==> src/ftsr_pkg.sv <==
// Shared types, constants and helpers of the flat triangle scanline rasterizer.
package ftsr_pkg;

    localparam int SubpixelBits = 4;
    localparam int InvzFracBits = 24;
    localparam int ScreenBits   = 12;
    localparam int XFrac        = 16;
    localparam int NumW         = 50;
    localparam int DenW         = 34;
    localparam int MagW         = NumW - 1;
    localparam int DivSteps     = MagW;
    localparam int CntW         = $clog2(DivSteps + 1);
    localparam int QueueDepth   = 2;

    localparam logic signed [NumW-1:0] RcpNum = NumW'(64'd1 << (InvzFracBits + 8));

    typedef enum logic
    {
        CMD_LOAD = 1'b0,
        CMD_TICK = 1'b1
    } cmd_t;

    typedef struct packed
    {
        logic               cmd;
        logic signed [15:0] ax;
        logic signed [15:0] ay;
        logic [23:0]        az;
        logic signed [15:0] bx;
        logic signed [15:0] by;
        logic [23:0]        bz;
        logic signed [15:0] cx;
        logic signed [15:0] cy;
        logic [23:0]        cz;
        logic [31:0]        fill_color;
    } item_t;

    typedef struct packed
    {
        logic signed [15:0] x;
        logic signed [15:0] y;
        logic [23:0]        z;
    } vtx_t;

    typedef enum logic [4:0]
    {
        ST_IDLE,
        ST_L_RT,
        ST_L_RM,
        ST_L_RB,
        ST_L_SX1,
        ST_L_SX2,
        ST_L_SZ1,
        ST_L_SZ2,
        ST_L_MUL,
        ST_L_CMP,
        ST_SEEK,
        ST_SP_DIV,
        ST_LW_SX,
        ST_LW_SZ,
        ST_TICK,
        ST_EMIT
    } state_t;

    function automatic logic signed [ScreenBits-1:0] row_of(input logic signed [15:0] y);
        logic [16:0]            mag;
        logic [ScreenBits-1:0]  r;
        mag = y[15] ? 17'(-$signed({y[15], y})) : 17'({y[15], y});
        r   = mag[15:SubpixelBits];
        return y[15] ? $signed(-r) : $signed(r);
    endfunction

    function automatic logic signed [15:0] col_of(input logic [31:0] x);
        logic [31:0] mag;
        logic [15:0] c;
        mag = x[31] ? (~x + 32'd1) : x;
        c   = mag[31:XFrac];
        return x[31] ? $signed(-c) : $signed(c);
    endfunction

endpackage

==> src/flat_triangle_scanline_rasterizer.sv <==
// Top level of the flat triangle scanline rasterizer.
//
//   channel | signals                                   | direction
//   in      | in_valid, in_ready, cmd, ax..cz, fill_color | load or tick beat in
//   out     | out_valid, out_ready, frag_*              | one fragment beat out
//
// A load takes 7 serial divisions of 49 divider steps each and the multiply and
// compare states, then the seek steps over empty rows, two divisions enter the
// lower half and one division opens each span.
// A tick inside a span passes the tick and emit states before its beat; one that
// ends a span adds the seek. A tick with no triangle is popped and dropped.
// Asynchronous active-low reset leaves the block with no triangle.
// A two-beat input queue keeps accepting while the output register stalls, until full.
module flat_triangle_scanline_rasterizer
(
    input  logic               clk,
    input  logic               rst_n,
    input  logic               in_valid,
    output logic               in_ready,
    input  logic               cmd,
    input  logic signed [15:0] ax,
    input  logic signed [15:0] ay,
    input  logic [23:0]        az,
    input  logic signed [15:0] bx,
    input  logic signed [15:0] by,
    input  logic [23:0]        bz,
    input  logic signed [15:0] cx,
    input  logic signed [15:0] cy,
    input  logic [23:0]        cz,
    input  logic [31:0]        fill_color,
    output logic               out_valid,
    input  logic               out_ready,
    output logic signed [11:0] frag_x,
    output logic signed [11:0] frag_y,
    output logic [31:0]        frag_inv_z,
    output logic [31:0]        frag_color,
    output logic               frag_last
);

    ftsr_pkg::item_t in_item;
    ftsr_pkg::item_t q_item;
    logic            q_valid;
    logic            q_pop;
    logic [11:0]     fx;
    logic [11:0]     fy;

    assign in_item = '{cmd: cmd, ax: ax, ay: ay, az: az, bx: bx, by: by, bz: bz,
                       cx: cx, cy: cy, cz: cz, fill_color: fill_color};
    assign frag_x  = $signed(fx);
    assign frag_y  = $signed(fy);

    ftsr_front u_front
    (
        .clk      (clk),
        .rst_n    (rst_n),
        .in_valid (in_valid),
        .in_ready (in_ready),
        .in_item  (in_item),
        .q_valid  (q_valid),
        .q_item   (q_item),
        .q_pop    (q_pop)
    );

    ftsr_back u_back
    (
        .clk        (clk),
        .rst_n      (rst_n),
        .q_valid    (q_valid),
        .q_item     (q_item),
        .q_pop      (q_pop),
        .out_valid  (out_valid),
        .out_ready  (out_ready),
        .frag_x     (fx),
        .frag_y     (fy),
        .frag_inv_z (frag_inv_z),
        .frag_color (frag_color),
        .frag_last  (frag_last)
    );

endmodule

==> src/ftsr_front.sv <==
// Input queue of the rasterizer: accepts beats and holds them for the sequencer.
module ftsr_front
(
    input  logic                clk,
    input  logic                rst_n,
    input  logic                in_valid,
    output logic                in_ready,
    input  ftsr_pkg::item_t     in_item,
    output logic                q_valid,
    output ftsr_pkg::item_t     q_item,
    input  logic                q_pop
);

    ftsr_pkg::item_t mem [ftsr_pkg::QueueDepth];
    logic            wr_ptr_reg;
    logic            rd_ptr_reg;
    logic [1:0]      count_reg;
    logic            push;
    logic            pop;

    assign in_ready = (count_reg != 2'(ftsr_pkg::QueueDepth));
    assign q_valid  = (count_reg != 2'd0);
    assign q_item   = mem[rd_ptr_reg];
    assign push     = in_valid && in_ready;
    assign pop      = q_pop && q_valid;

    always_ff @(posedge clk or negedge rst_n)
    begin
        if (!rst_n)
        begin
            wr_ptr_reg <= 1'b0;
            rd_ptr_reg <= 1'b0;
            count_reg  <= 2'd0;
        end
        else
        begin
            if (push)
            begin
                wr_ptr_reg <= ~wr_ptr_reg;
            end
            if (pop)
            begin
                rd_ptr_reg <= ~rd_ptr_reg;
            end
            count_reg <= count_reg + 2'(push) - 2'(pop);
        end
    end

    always_ff @(posedge clk)
    begin
        if (push)
        begin
            mem[wr_ptr_reg] <= in_item;
        end
    end

endmodule

==> src/ftsr_div.sv <==
// Bit-serial signed divider with slope and reciprocal result modes.
module ftsr_div
(
    input  logic                                clk,
    input  logic                                rst_n,
    input  logic                                start,
    input  logic                                rcp,
    input  logic signed [ftsr_pkg::NumW-1:0]    num,
    input  logic signed [ftsr_pkg::DenW-1:0]    den,
    output logic                                done,
    output logic [31:0]                         quo
);

    logic                           busy_reg;
    logic                           done_reg;
    logic [ftsr_pkg::CntW-1:0]      cnt_reg;
    logic [ftsr_pkg::MagW-1:0]      q_reg;
    logic [ftsr_pkg::DenW-1:0]      rem_reg;
    logic [ftsr_pkg::DenW-1:0]      dmag_reg;
    logic                           neg_reg;
    logic                           dz_reg;
    logic                           rcp_reg;
    logic [31:0]                    quo_reg;
    logic [ftsr_pkg::NumW-1:0]      nabs;
    logic [ftsr_pkg::DenW-1:0]      dabs;
    logic [ftsr_pkg::DenW:0]        shifted;
    logic                           fits;
    logic [ftsr_pkg::DenW-1:0]      rem_next;
    logic [ftsr_pkg::MagW-1:0]      q_next;
    logic [ftsr_pkg::MagW-1:0]      sq;

    assign nabs     = num[ftsr_pkg::NumW-1] ? ftsr_pkg::NumW'(-num) : ftsr_pkg::NumW'(num);
    assign dabs     = den[ftsr_pkg::DenW-1] ? ftsr_pkg::DenW'(-den) : ftsr_pkg::DenW'(den);
    assign shifted  = {rem_reg, q_reg[ftsr_pkg::MagW-1]};
    assign fits     = (shifted >= {1'b0, dmag_reg});
    assign rem_next = fits ? ftsr_pkg::DenW'(shifted - {1'b0, dmag_reg})
                           : shifted[ftsr_pkg::DenW-1:0];
    assign q_next   = {q_reg[ftsr_pkg::MagW-2:0], fits};
    assign sq       = neg_reg ? (~q_next + ftsr_pkg::MagW'(1)) : q_next;
    assign done     = done_reg;
    assign quo      = quo_reg;

    always_ff @(posedge clk or negedge rst_n)
    begin
        if (!rst_n)
        begin
            busy_reg <= 1'b0;
            done_reg <= 1'b0;
            cnt_reg  <= '0;
        end
        else
        begin
            done_reg <= 1'b0;
            if (busy_reg)
            begin
                cnt_reg <= cnt_reg - ftsr_pkg::CntW'(1);
                if (cnt_reg == ftsr_pkg::CntW'(1))
                begin
                    busy_reg <= 1'b0;
                    done_reg <= 1'b1;
                end
            end
            else if (start)
            begin
                busy_reg <= 1'b1;
                cnt_reg  <= ftsr_pkg::CntW'(ftsr_pkg::DivSteps);
            end
        end
    end

    always_ff @(posedge clk)
    begin
        if (busy_reg)
        begin
            rem_reg <= rem_next;
            q_reg   <= q_next;
            if (cnt_reg == ftsr_pkg::CntW'(1))
            begin
                if (rcp_reg)
                begin
                    quo_reg <= (dz_reg || (q_next[ftsr_pkg::MagW-1:32] != '0))
                               ? 32'hFFFF_FFFF : q_next[31:0];
                end
                else
                begin
                    quo_reg <= dz_reg ? 32'd0 : sq[31:0];
                end
            end
        end
        else if (start)
        begin
            rem_reg  <= '0;
            q_reg    <= nabs[ftsr_pkg::MagW-1:0];
            dmag_reg <= dabs;
            neg_reg  <= num[ftsr_pkg::NumW-1] ^ den[ftsr_pkg::DenW-1];
            dz_reg   <= (den == '0);
            rcp_reg  <= rcp;
        end
    end

endmodule

==> src/ftsr_back.sv <==
// Setup and scan sequencer of the rasterizer with its output register.
module ftsr_back
(
    input  logic                clk,
    input  logic                rst_n,
    input  logic                q_valid,
    input  ftsr_pkg::item_t     q_item,
    output logic                q_pop,
    output logic                out_valid,
    input  logic                out_ready,
    output logic [11:0]         frag_x,
    output logic [11:0]         frag_y,
    output logic [31:0]         frag_inv_z,
    output logic [31:0]         frag_color,
    output logic                frag_last
);

    ftsr_pkg::state_t   state_reg, state_next;
    logic               go_reg, go_next;
    logic               active_reg, active_next;
    logic               emit_reg, emit_next;
    logic               ov_reg, ov_next;

    ftsr_pkg::vtx_t     vt_reg, vt_next, vm_reg, vm_next, vb_reg, vb_next;
    logic [31:0]        color_reg, color_next;
    logic [31:0]        izt_reg, izt_next, izm_reg, izm_next, izb_reg, izb_next;
    logic [31:0]        sx1_reg, sx1_next, sx2_reg, sx2_next;
    logic [31:0]        sz1_reg, sz1_next, sz2_reg, sz2_next;
    logic signed [33:0] p1_reg, p1_next, p2_reg, p2_next;
    logic               lower_reg, lower_next, sleft_reg, sleft_next;
    logic [31:0]        ssx_reg, ssx_next, sex_reg, sex_next;
    logic [31:0]        ssi_reg, ssi_next, sei_reg, sei_next;
    logic [31:0]        elx_reg, elx_next, erx_reg, erx_next;
    logic [31:0]        eli_reg, eli_next, eri_reg, eri_next;
    logic signed [11:0] row_reg, row_next;
    logic signed [15:0] col_reg, col_next;
    logic [31:0]        iz_reg, iz_next, izs_reg, izs_next;
    logic [11:0]        px_reg, px_next, py_reg, py_next;
    logic [31:0]        piz_reg, piz_next;
    logic [11:0]        ox_reg, ox_next, oy_reg, oy_next;
    logic [31:0]        oiz_reg, oiz_next, ocol_reg, ocol_next;
    logic               olast_reg, olast_next;

    logic                                div_start;
    logic                                div_rcp;
    logic signed [ftsr_pkg::NumW-1:0]    div_num;
    logic signed [ftsr_pkg::DenW-1:0]    div_den;
    logic                                div_done;
    logic [31:0]                         div_quo;

    ftsr_pkg::vtx_t     s0, s1, s2, tv;
    logic signed [16:0] dx1, dy1, dx2, dy2, dxl, dyl;
    logic signed [32:0] dzt_m, dzt_b, dzm_b, dzs;
    logic signed [32:0] span_w;
    logic signed [11:0] limit;
    logic signed [15:0] c0, c1;
    logic signed [15:0] col_inc;

    ftsr_div u_div
    (
        .clk   (clk),
        .rst_n (rst_n),
        .start (div_start),
        .rcp   (div_rcp),
        .num   (div_num),
        .den   (div_den),
        .done  (div_done),
        .quo   (div_quo)
    );

    assign out_valid  = ov_reg;
    assign frag_x     = ox_reg;
    assign frag_y     = oy_reg;
    assign frag_inv_z = oiz_reg;
    assign frag_color = ocol_reg;
    assign frag_last  = olast_reg;

    assign dx1    = 17'(vm_reg.x) - 17'(vt_reg.x);
    assign dy1    = 17'(vm_reg.y) - 17'(vt_reg.y);
    assign dx2    = 17'(vb_reg.x) - 17'(vt_reg.x);
    assign dy2    = 17'(vb_reg.y) - 17'(vt_reg.y);
    assign dxl    = 17'(vb_reg.x) - 17'(vm_reg.x);
    assign dyl    = 17'(vb_reg.y) - 17'(vm_reg.y);
    assign dzt_m  = $signed({1'b0, izm_reg}) - $signed({1'b0, izt_reg});
    assign dzt_b  = $signed({1'b0, izb_reg}) - $signed({1'b0, izt_reg});
    assign dzm_b  = $signed({1'b0, izb_reg}) - $signed({1'b0, izm_reg});
    assign dzs    = $signed({1'b0, sei_reg}) - $signed({1'b0, ssi_reg});
    assign span_w = 33'($signed(sex_reg)) - 33'($signed(ssx_reg));
    assign limit  = ftsr_pkg::row_of(lower_reg ? vb_reg.y : vm_reg.y);
    assign c0     = ftsr_pkg::col_of(ssx_reg);
    assign c1     = ftsr_pkg::col_of(sex_reg);
    assign col_inc = col_reg + 16'sd1;

    always_comb
    begin
        tv = q_item.ay < q_item.ay ? '0 : '0;
        s0 = '{x: q_item.ax, y: q_item.ay, z: q_item.az};
        s1 = '{x: q_item.bx, y: q_item.by, z: q_item.bz};
        s2 = '{x: q_item.cx, y: q_item.cy, z: q_item.cz};
        if (s1.y < s0.y)
        begin
            tv = s1; s1 = s0; s0 = tv;
        end
        if (s2.y < s0.y)
        begin
            tv = s0; s0 = s2; s2 = tv;
        end
        if (s1.y < s2.y)
        begin
            tv = s1; s1 = s2; s2 = tv;
        end
    end

    always_comb
    begin
        div_rcp = 1'b0;
        div_num = '0;
        div_den = '0;
        case (state_reg)
            ftsr_pkg::ST_L_RT:
            begin
                div_rcp = 1'b1; div_num = ftsr_pkg::RcpNum; div_den = 34'(vt_reg.z);
            end
            ftsr_pkg::ST_L_RM:
            begin
                div_rcp = 1'b1; div_num = ftsr_pkg::RcpNum; div_den = 34'(vm_reg.z);
            end
            ftsr_pkg::ST_L_RB:
            begin
                div_rcp = 1'b1; div_num = ftsr_pkg::RcpNum; div_den = 34'(vb_reg.z);
            end
            ftsr_pkg::ST_L_SX1:
            begin
                div_num = 50'($signed({dx1, 16'd0})); div_den = 34'(dy1);
            end
            ftsr_pkg::ST_L_SX2:
            begin
                div_num = 50'($signed({dx2, 16'd0})); div_den = 34'(dy2);
            end
            ftsr_pkg::ST_L_SZ1:
            begin
                div_num = 50'($signed({dzt_m, 4'd0})); div_den = 34'(dy1);
            end
            ftsr_pkg::ST_L_SZ2:
            begin
                div_num = 50'($signed({dzt_b, 4'd0})); div_den = 34'(dy2);
            end
            ftsr_pkg::ST_LW_SX:
            begin
                div_num = 50'($signed({dxl, 16'd0})); div_den = 34'(dyl);
            end
            ftsr_pkg::ST_LW_SZ:
            begin
                div_num = 50'($signed({dzm_b, 4'd0})); div_den = 34'(dyl);
            end
            ftsr_pkg::ST_SP_DIV:
            begin
                div_num = 50'($signed({dzs, 16'd0})); div_den = 34'(span_w);
            end
            default:
            begin
                div_rcp = 1'b0;
            end
        endcase
    end

    always_comb
    begin
        state_next  = state_reg;
        go_next     = go_reg;
        active_next = active_reg;
        emit_next   = emit_reg;
        ov_next     = ov_reg && !out_ready;
        vt_next = vt_reg; vm_next = vm_reg; vb_next = vb_reg;
        color_next = color_reg;
        izt_next = izt_reg; izm_next = izm_reg; izb_next = izb_reg;
        sx1_next = sx1_reg; sx2_next = sx2_reg; sz1_next = sz1_reg; sz2_next = sz2_reg;
        p1_next = p1_reg; p2_next = p2_reg;
        lower_next = lower_reg; sleft_next = sleft_reg;
        ssx_next = ssx_reg; sex_next = sex_reg; ssi_next = ssi_reg; sei_next = sei_reg;
        elx_next = elx_reg; erx_next = erx_reg; eli_next = eli_reg; eri_next = eri_reg;
        row_next = row_reg; col_next = col_reg; iz_next = iz_reg; izs_next = izs_reg;
        px_next = px_reg; py_next = py_reg; piz_next = piz_reg;
        ox_next = ox_reg; oy_next = oy_reg; oiz_next = oiz_reg; ocol_next = ocol_reg;
        olast_next = olast_reg;
        q_pop     = 1'b0;
        div_start = 1'b0;

        case (state_reg)
            ftsr_pkg::ST_IDLE:
            begin
                if (q_valid)
                begin
                    q_pop = 1'b1;
                    if (q_item.cmd == ftsr_pkg::CMD_LOAD)
                    begin
                        vt_next    = s0;
                        vm_next    = s2;
                        vb_next    = s1;
                        color_next = q_item.fill_color;
                        emit_next  = 1'b0;
                        state_next = ftsr_pkg::ST_L_RT;
                    end
                    else if (active_reg)
                    begin
                        state_next = ftsr_pkg::ST_TICK;
                    end
                end
            end
            ftsr_pkg::ST_L_RT, ftsr_pkg::ST_L_RM, ftsr_pkg::ST_L_RB,
            ftsr_pkg::ST_L_SX1, ftsr_pkg::ST_L_SX2, ftsr_pkg::ST_L_SZ1,
            ftsr_pkg::ST_L_SZ2, ftsr_pkg::ST_LW_SX, ftsr_pkg::ST_LW_SZ,
            ftsr_pkg::ST_SP_DIV:
            begin
                if (!go_reg)
                begin
                    div_start = 1'b1;
                    go_next   = 1'b1;
                end
                else if (div_done)
                begin
                    go_next = 1'b0;
                    case (state_reg)
                        ftsr_pkg::ST_L_RT:
                        begin
                            izt_next = div_quo; state_next = ftsr_pkg::ST_L_RM;
                        end
                        ftsr_pkg::ST_L_RM:
                        begin
                            izm_next = div_quo; state_next = ftsr_pkg::ST_L_RB;
                        end
                        ftsr_pkg::ST_L_RB:
                        begin
                            izb_next = div_quo; state_next = ftsr_pkg::ST_L_SX1;
                        end
                        ftsr_pkg::ST_L_SX1:
                        begin
                            sx1_next = div_quo; state_next = ftsr_pkg::ST_L_SX2;
                        end
                        ftsr_pkg::ST_L_SX2:
                        begin
                            sx2_next = div_quo; state_next = ftsr_pkg::ST_L_SZ1;
                        end
                        ftsr_pkg::ST_L_SZ1:
                        begin
                            sz1_next = div_quo; state_next = ftsr_pkg::ST_L_SZ2;
                        end
                        ftsr_pkg::ST_L_SZ2:
                        begin
                            sz2_next = div_quo; state_next = ftsr_pkg::ST_L_MUL;
                        end
                        ftsr_pkg::ST_LW_SX:
                        begin
                            sx1_next = div_quo; state_next = ftsr_pkg::ST_LW_SZ;
                        end
                        ftsr_pkg::ST_LW_SZ:
                        begin
                            if (sleft_reg)
                            begin
                                elx_next = sx1_reg;
                                eli_next = div_quo;
                                ssx_next = 32'(vm_reg.x) << (ftsr_pkg::XFrac - ftsr_pkg::SubpixelBits);
                                ssi_next = izm_reg;
                            end
                            else
                            begin
                                erx_next = sx1_reg;
                                eri_next = div_quo;
                                sex_next = 32'(vm_reg.x) << (ftsr_pkg::XFrac - ftsr_pkg::SubpixelBits);
                                sei_next = izm_reg;
                            end
                            row_next   = ftsr_pkg::row_of(vm_reg.y);
                            lower_next = 1'b1;
                            state_next = ftsr_pkg::ST_SEEK;
                        end
                        default:
                        begin
                            izs_next   = div_quo;
                            state_next = emit_reg ? ftsr_pkg::ST_EMIT : ftsr_pkg::ST_IDLE;
                        end
                    endcase
                end
            end
            ftsr_pkg::ST_L_MUL:
            begin
                p1_next    = dx1 * dy2;
                p2_next    = dx2 * dy1;
                state_next = ftsr_pkg::ST_L_CMP;
            end
            ftsr_pkg::ST_L_CMP:
            begin
                sleft_next = (p1_reg < p2_reg);
                if (p1_reg < p2_reg)
                begin
                    elx_next = sx1_reg; erx_next = sx2_reg;
                    eli_next = sz1_reg; eri_next = sz2_reg;
                end
                else
                begin
                    elx_next = sx2_reg; erx_next = sx1_reg;
                    eli_next = sz2_reg; eri_next = sz1_reg;
                end
                ssx_next    = 32'(vt_reg.x) << (ftsr_pkg::XFrac - ftsr_pkg::SubpixelBits);
                sex_next    = 32'(vt_reg.x) << (ftsr_pkg::XFrac - ftsr_pkg::SubpixelBits);
                ssi_next    = izt_reg;
                sei_next    = izt_reg;
                row_next    = ftsr_pkg::row_of(vt_reg.y);
                lower_next  = 1'b0;
                active_next = 1'b1;
                state_next  = ftsr_pkg::ST_SEEK;
            end
            ftsr_pkg::ST_SEEK:
            begin
                if (row_reg < limit)
                begin
                    if (c0 < c1)
                    begin
                        col_next   = c0;
                        iz_next    = ssi_reg;
                        state_next = ftsr_pkg::ST_SP_DIV;
                    end
                    else
                    begin
                        ssx_next = ssx_reg + elx_reg;
                        sex_next = sex_reg + erx_reg;
                        ssi_next = ssi_reg + eli_reg;
                        sei_next = sei_reg + eri_reg;
                        row_next = row_reg + 12'sd1;
                    end
                end
                else if (!lower_reg)
                begin
                    state_next = ftsr_pkg::ST_LW_SX;
                end
                else
                begin
                    active_next = 1'b0;
                    state_next  = emit_reg ? ftsr_pkg::ST_EMIT : ftsr_pkg::ST_IDLE;
                end
            end
            ftsr_pkg::ST_TICK:
            begin
                px_next   = col_reg[11:0];
                py_next   = row_reg;
                piz_next  = iz_reg;
                col_next  = col_inc;
                iz_next   = iz_reg + izs_reg;
                emit_next = 1'b1;
                if (col_inc >= c1)
                begin
                    ssx_next   = ssx_reg + elx_reg;
                    sex_next   = sex_reg + erx_reg;
                    ssi_next   = ssi_reg + eli_reg;
                    sei_next   = sei_reg + eri_reg;
                    row_next   = row_reg + 12'sd1;
                    state_next = ftsr_pkg::ST_SEEK;
                end
                else
                begin
                    state_next = ftsr_pkg::ST_EMIT;
                end
            end
            ftsr_pkg::ST_EMIT:
            begin
                if (!ov_reg || out_ready)
                begin
                    ov_next    = 1'b1;
                    ox_next    = px_reg;
                    oy_next    = py_reg;
                    oiz_next   = piz_reg;
                    ocol_next  = color_reg;
                    olast_next = !active_reg;
                    emit_next  = 1'b0;
                    state_next = ftsr_pkg::ST_IDLE;
                end
            end
            default:
            begin
                state_next = ftsr_pkg::ST_IDLE;
            end
        endcase
    end

    always_ff @(posedge clk or negedge rst_n)
    begin
        if (!rst_n)
        begin
            state_reg  <= ftsr_pkg::ST_IDLE;
            go_reg     <= 1'b0;
            active_reg <= 1'b0;
            emit_reg   <= 1'b0;
            ov_reg     <= 1'b0;
        end
        else
        begin
            state_reg  <= state_next;
            go_reg     <= go_next;
            active_reg <= active_next;
            emit_reg   <= emit_next;
            ov_reg     <= ov_next;
        end
    end

    always_ff @(posedge clk)
    begin
        vt_reg <= vt_next; vm_reg <= vm_next; vb_reg <= vb_next;
        color_reg <= color_next;
        izt_reg <= izt_next; izm_reg <= izm_next; izb_reg <= izb_next;
        sx1_reg <= sx1_next; sx2_reg <= sx2_next; sz1_reg <= sz1_next; sz2_reg <= sz2_next;
        p1_reg <= p1_next; p2_reg <= p2_next;
        lower_reg <= lower_next; sleft_reg <= sleft_next;
        ssx_reg <= ssx_next; sex_reg <= sex_next; ssi_reg <= ssi_next; sei_reg <= sei_next;
        elx_reg <= elx_next; erx_reg <= erx_next; eli_reg <= eli_next; eri_reg <= eri_next;
        row_reg <= row_next; col_reg <= col_next; iz_reg <= iz_next; izs_reg <= izs_next;
        px_reg <= px_next; py_reg <= py_next; piz_reg <= piz_next;
        ox_reg <= ox_next; oy_reg <= oy_next; oiz_reg <= oiz_next; ocol_reg <= ocol_next;
        olast_reg <= olast_next;
    end

endmodule

==> config.mk <==
export PLATFORM = sky130hd
export DESIGN_NAME = flat_triangle_scanline_rasterizer
export DESIGN_NICKNAME = d
export VERILOG_FILES = /design/src/ftsr_pkg.sv /design/src/flat_triangle_scanline_rasterizer.sv /design/src/ftsr_front.sv /design/src/ftsr_div.sv /design/src/ftsr_back.sv
export SDC_FILE = /design/constraint.sdc
export NUM_CORES = 2
export LEC_CHECK = 0
export BUFFER_PORTS_ARGS = -buffer_cell sky130_fd_sc_hd__buf_2
export CAP_MARGIN = 5
export CORE_MARGIN = 4
export CORE_UTILIZATION = 59
export DETAILED_ROUTE_END_ITERATION = 10
export GPL_TIMING_DRIVEN = 1
export PLACE_DENSITY = 0.84
export REMOVE_ABC_BUFFERS = 1
export SLEW_MARGIN = 10
export SYNTH_ARGS = -nofsm -noshare
export SYNTH_HDL_FRONTEND = slang
export SYNTH_SLANG_ARGS = --single-unit
export TNS_END_PERCENT = 50
==> constraint.sdc <==
create_clock -name clk -period 19.85 [get_ports clk]
set_input_delay 3.97 -clock clk [delete_from_list [all_inputs] [get_ports clk]]
set_output_delay 3.97 -clock clk [all_outputs]
set_load 0.05 [all_outputs]
== Word-level counts from Yosys, hierarchy flattened ==
Memories as Yosys holds them, arrays and structs flattened.
Cells that the tools add are included.

* Add/sub/neg operators: 35
* Multiply operators: 2
* $lt $le $gt $ge: 8
* Equal/unequal tests: 33
* Mux-type cells: 141
* Bitwise operators: 9
* Reductions and logical operators: 47

{| class="wikitable"
|+ Operator list
! cell !! count
|-
| $mux W32 || 56
|-
| $pmux W32 S4 || 4
|-
| $pmux W50 S8 || 1
|-
| $mux W56 || 6
|-
| $pmux W32 S2 || 5
|-
| $pmux W34 S7 || 1
|-
| $sub A32 B32 Y33 || 5
|-
| $add A32 B32 Y32 || 5
|-
| $mux W49 || 3
|-
| $mux W16 || 8
|-
| $mux W12 || 9
|-
| $mux W34 || 3
|-
| $sub A16 B16 Y17 || 6
|-
| $add A32 B1 Y32 const B || 3
|-
| $not A32 Y32 || 3
|-
| $neg A16 Y16 || 5
|-
| $mul A17 B17 Y34 || 2
|-
| $lt A16 B16 Y1 || 4
|-
| $neg A49 Y49 || 1
|-
| $pmux W12 S4 || 1
|-
| $mux W5 || 9
|-
| $pmux W5 S9 || 1
|-
| $eq A5 B4 Y1 const B || 8
|-
| $reduce_and A4 Y1 || 10
|-
| other kinds (49) || 116
|}

* Flip-flop bits (word level): 1160
* RAM bits: 402
* Output and inout bits: 91
* Logic and storage cells: 336
* Memories: 1

{| class="wikitable"
|+ Memories
! name !! depth !! width !! read ports !! clocked after memory_dff !! wr ports !! RTL line !! text
|-
| u_front.mem || 2 || 201 || 1 || 0 || 1 || ftsr_front.sv:14 || <nowiki>ftsr_pkg::item_t mem [ftsr_pkg::QueueDepth];</nowiki>
|}

== Depth between registers and ports, before layout ==
* Depth after elaboration: 9
* Depth in mapped cells: 42

== Hierarchy ==
Synthesis repeated with hierarchy kept, for this count alone.

* Cells, all modules: 10158
* Area total of the unflattened synthesis: 110942.7 um^2

{| class="wikitable"
|+ By module, submodules not included
! module !! times used !! cells each !! area an instance (um^2)
|-
| ftsr_back || 1 || 8398 || 85519.5
|-
| ftsr_front || 1 || 642 || 14759.2
|-
| ftsr_div || 1 || 1118 || 10664.0
|}

== Worst setup path after synthesis ==
No wires, ideal clock.

* Path type: input to register
* Start: input in_valid
* End: memory u_front.mem[0][0] (netlist name), enable pin
* Arrival time: 12.411 ns
* Required time: 19.083 ns
* Slack: 6.673 ns
* Stages on the path: 2
* Buffers on the path: 0
* Cells stage by stage: nand2_1 > nor2_1

* Longest elaborated chain between the ends: 3

{| class="wikitable"
|+ RTL lines
! element !! RTL line !! text
|-
| start, declared || flat_triangle_scanline_rasterizer.sv:18 || <nowiki>input logic in_valid,</nowiki>
|-
| $logic_and A1 B1 Y1 || ftsr_front.sv:24 || <nowiki>assign push = in_valid && in_ready;</nowiki>
|-
| $mux W1 || ftsr_front.sv:51 || <nowiki>if (push)</nowiki>
|-
| $mux W1 (implied by the code) || ftsr_front.sv:53 || <nowiki>mem[wr_ptr_reg] <= in_item;</nowiki>
|-
| end, declared || ftsr_front.sv:14 ||
|}

No other way between the ends.

==> reports/qor.csv <==
stage,metric,value,unit
run_status,status,"complete, no violations",
global_route,initial antenna violation count,43,
sta,RSZ-0062 raised after global routing,false,
sta,Tcrit/Tclk final,0.650,
sta,final hold violation count,0,
synth,"FFs w/ async S/R, synth",0.0128,
global_route,gr ovfl total,0,
critical_path,worst r2r dst,u_back.vm_reg[15],
cts,post-cts gate resize count,0,
critical_path,Setup CP Type,register to register,
global_route,Tot GR Track Use,0.362,
detailed_routing,vias per std cell,6.67,
synth,largest family of logic cells by synthesized area,adder cells,
detailed_routing,wire per inst,26.9,um
layout,post-route cell area,0.126,mm^2
floorplanning,Die Y-Extent,450,um
global_route,vias in the first global route,91300,
cts,Post-CTS Hold Fix Bufs,0,
critical_path,R2R Setup Slk,6.95,ns
sta,setup TNS,0,ns
global_route,first-pass GRT wire length,557000,um
detailed_routing,routed vias,93100,
cts,"Reg clk slew, reported paths",0.06,ns
floorplanning,num rows,161,
layout,share of layout cells above drive strength 1,0.101,
sta,final setup skew,0.0482,ns
detailed_routing,DRC,0,
place,Final Wtd Congestion,1.07,
hold_path,hold endpoint,u_back.frag_color[16],
hold_path,Hold Path Stages,0,
cts,H-tree levels,4,
layout,Post-layout nets,12800,
critical_path,WP data arrival,13.46,ns
synth,compound-gate portion of the synthesized area,0.143,
cts,setup repair bufs after CTS,0,
synth,top post-synthesis cells by count,"edfxtp_1 (1541), inv_1 (1077), nor2_1 (977)",
floorplanning,Initial Util,0.596,
detailed_routing,top layer in use,met5,
detailed_routing,routed wl met3,48600,um
critical_path,FF-to-FF path depth,30,
critical_path,Startpoint Class,register,
synth,post-synthesis adder-cell area fraction,0.188,
detailed_routing,Routed Antenna Nets,0,
synth,Synth Area in XOR/XNOR,0.0409,
floorplanning,die area,0.202,mm^2
floorplanning,num ports,296,
synth,multiplexer share of the synthesized area,0.0439,
place,IO buf count,295,
critical_path,Setup crit end kind,register,
synth,"flops & latches, synth",1561,
sta,setup violators final,0,
synth,Area contributors post-synth,"edfxtp_1 (40%), fa_1 (11%), ha_1 (8.2%)",
cts,CTS tree,yes,
cts,Clock Latency Late Sink,0.87,ns
synth,synth warn,0,
critical_path,Worst Path Max Fanout,64,
hold_path,worst hold-check path type,register to register,
cts,CTS Root Cell,clkbuf_16,
detailed_routing,TritonRoute pass-1 iters,9,
job,MaxCap Viol Count,0,
cts,clock buffer depth,3,
layout,Reg with most FFs,u_front.mem,
synth,simple-gate share of the synthesized area,0.129,
synth,syn_area_per_cell,10.4,um^2
synth,most frequent cell after synthesis,edfxtp_1,
layout,flip-flop count of the largest register after layout,402,
critical_path,"most used cell, CP",a21o_1,
hold_path,hold_sp,u_back.color_reg[16],
synth,sequential share of the synthesized area,0.407,
detailed_routing,met2 wire length,160000,um
critical_path,Worst EP required,20.40,ns
cts,CTS Buf Count,168,
place,placed inst area,0.120,mm^2
floorplanning,core area,0.193,mm^2
cts,# clock sinks,1561,
synth,"Primary FF master, synth",edfxtp_1,
critical_path,Worst path slowest cell,dfrtp_4,
critical_path,worst stage delay on the critical path,1.04,ns
synth,synth unique cells,101,
global_route,pin count of the biggest net entering global routing,166,
sta,crit path time final,12.90,ns
critical_path,reg-to-reg startpoint,u_front.rd_ptr_reg,
detailed_routing,Total Wirelength,376000,um
detailed_routing,Starting DRT DRC Count,13100,
floorplanning,Die Wd,450,um
synth,Mapped Cells,11000,
synth,"EDFF count, synth",1541,
detailed_routing,M1 wire length,142000,um
synth,cell taking the most area after synthesis,edfxtp_1,
sta,FMAX,77.5,MHz
synth,"Cell Area, Synth",0.115,mm^2
sta,fin. max-slew vios,0,
place,Post-DP HPWL,283000,um
sta,Slew Limit Headroom,0.0153,
layout,Layout area overhead,9.43,%
synth,top-area cell type share of the netlist area,0.402,
sta,Slew @ Worst Pin,1.47,ns
stage by stage:
step                 util  hold slack [ns]  setup slack [ns]  std cells
CTS                 0.651            0.411              7.05      13900
global route        0.652            0.423              6.10      13900
detailed placement  0.621            0.405              7.15      13600
finish              0.652            0.416              6.95      14000
floorplan               -            0.400             -2.36      10600
global placement    0.621            0.401              7.47      13600
cells by family (layout without fill, tap and decap cells):
group,count (synthesis),after routing
compound gates,2523,2523
xor+xnor,537,537
fa+ha+maj,1359,1359
buf+inv,1503,1879
flops,1561,1561
mux,382,382
other cells,1,25
simple gates,3167,3167
critical path, delay by kind of cell (launching register included):
family | cells | cell delay (ns)
compound gates | 16 | 6.31
simple gates | 7 | 1.58
buf+inv | 3 | 2.16
mux | 1 | 0.44
flops | 1 | 1.04
fa+ha+maj | 3 | 0.94
cells in the final DEF (no fill, tap or decap), types with 26 or more instances in the layout:
cell type,netlist,final
a211o_1,41,41
a211oi_1,97,95
a21o_1,208,206
a21oi_1,609,604
a221oi_1,83,83
a22oi_1,85,85
a31oi_1,74,74
and2_1,63,62
and3_1,65,64
buf_2,2,295
buf_4,0,193
bufinv_16,0,26
clkbuf_16,0,169
clkinv_1,3,29
edfxtp_1,1541,1541
fa_1,609,609
ha_1,750,750
inv_1,1077,1075
mux2_2,167,167
mux2i_1,134,134
mux4_2,81,81
nand2_1,902,895
nand2b_1,123,122
nand3_1,169,169
nand4_1,98,98
nor2_1,977,963
nor2b_1,115,112
nor3_1,289,284
nor4_1,56,53
o211ai_1,108,108
o21a_1,168,167
o21ai_0,581,581
o21bai_1,47,47
o22ai_1,44,44
o31ai_1,58,58
or2_2,52,52
or3_1,136,136
xnor2_1,320,318
xor2_1,216,210
final cells by class:
cell class / instances / area [um^2]
antenna: 24 / 60.1
clock buffer: 188 / 4310
clock inverter: 120 / 1600
fill: 14200 / 67300
inverter: 1081 / 4060
multi-input combinational: 7969 / 63000
sequential: 1561 / 46800
tap: 2526 / 3160
timing repair buffer: 490 / 2970
worst max-delay path by stage:
stage	startpoint	end	slack, ns	depth (start not counted)
2_1_floorplan	u_front.rd_ptr_reg	u_back.vm_reg[0]	-2.36	20
3_3_place_gp	u_front.rd_ptr_reg	u_back.vm_reg[19]	7.47	30
3_5_place_dp	u_front.rd_ptr_reg	u_back.vm_reg[15]	7.15	30
4_1_cts	u_front.rd_ptr_reg	u_back.vm_reg[15]	7.05	30
5_1_grt	u_front.rd_ptr_reg	u_back.vm_reg[15]	6.10	30
6_report	u_front.rd_ptr_reg	u_back.vm_reg[15]	6.95	30
per-layer routing:
layer	track usage	vias up
met2	0.533	6442
li1	-	40300
met4	0.200	22
met1	0.488	45100
met5	0	-
met3	0.0984	1185
Power is not shown: default switching activity piles up to over one toggle a cycle in this logic, so the estimate is an artifact.
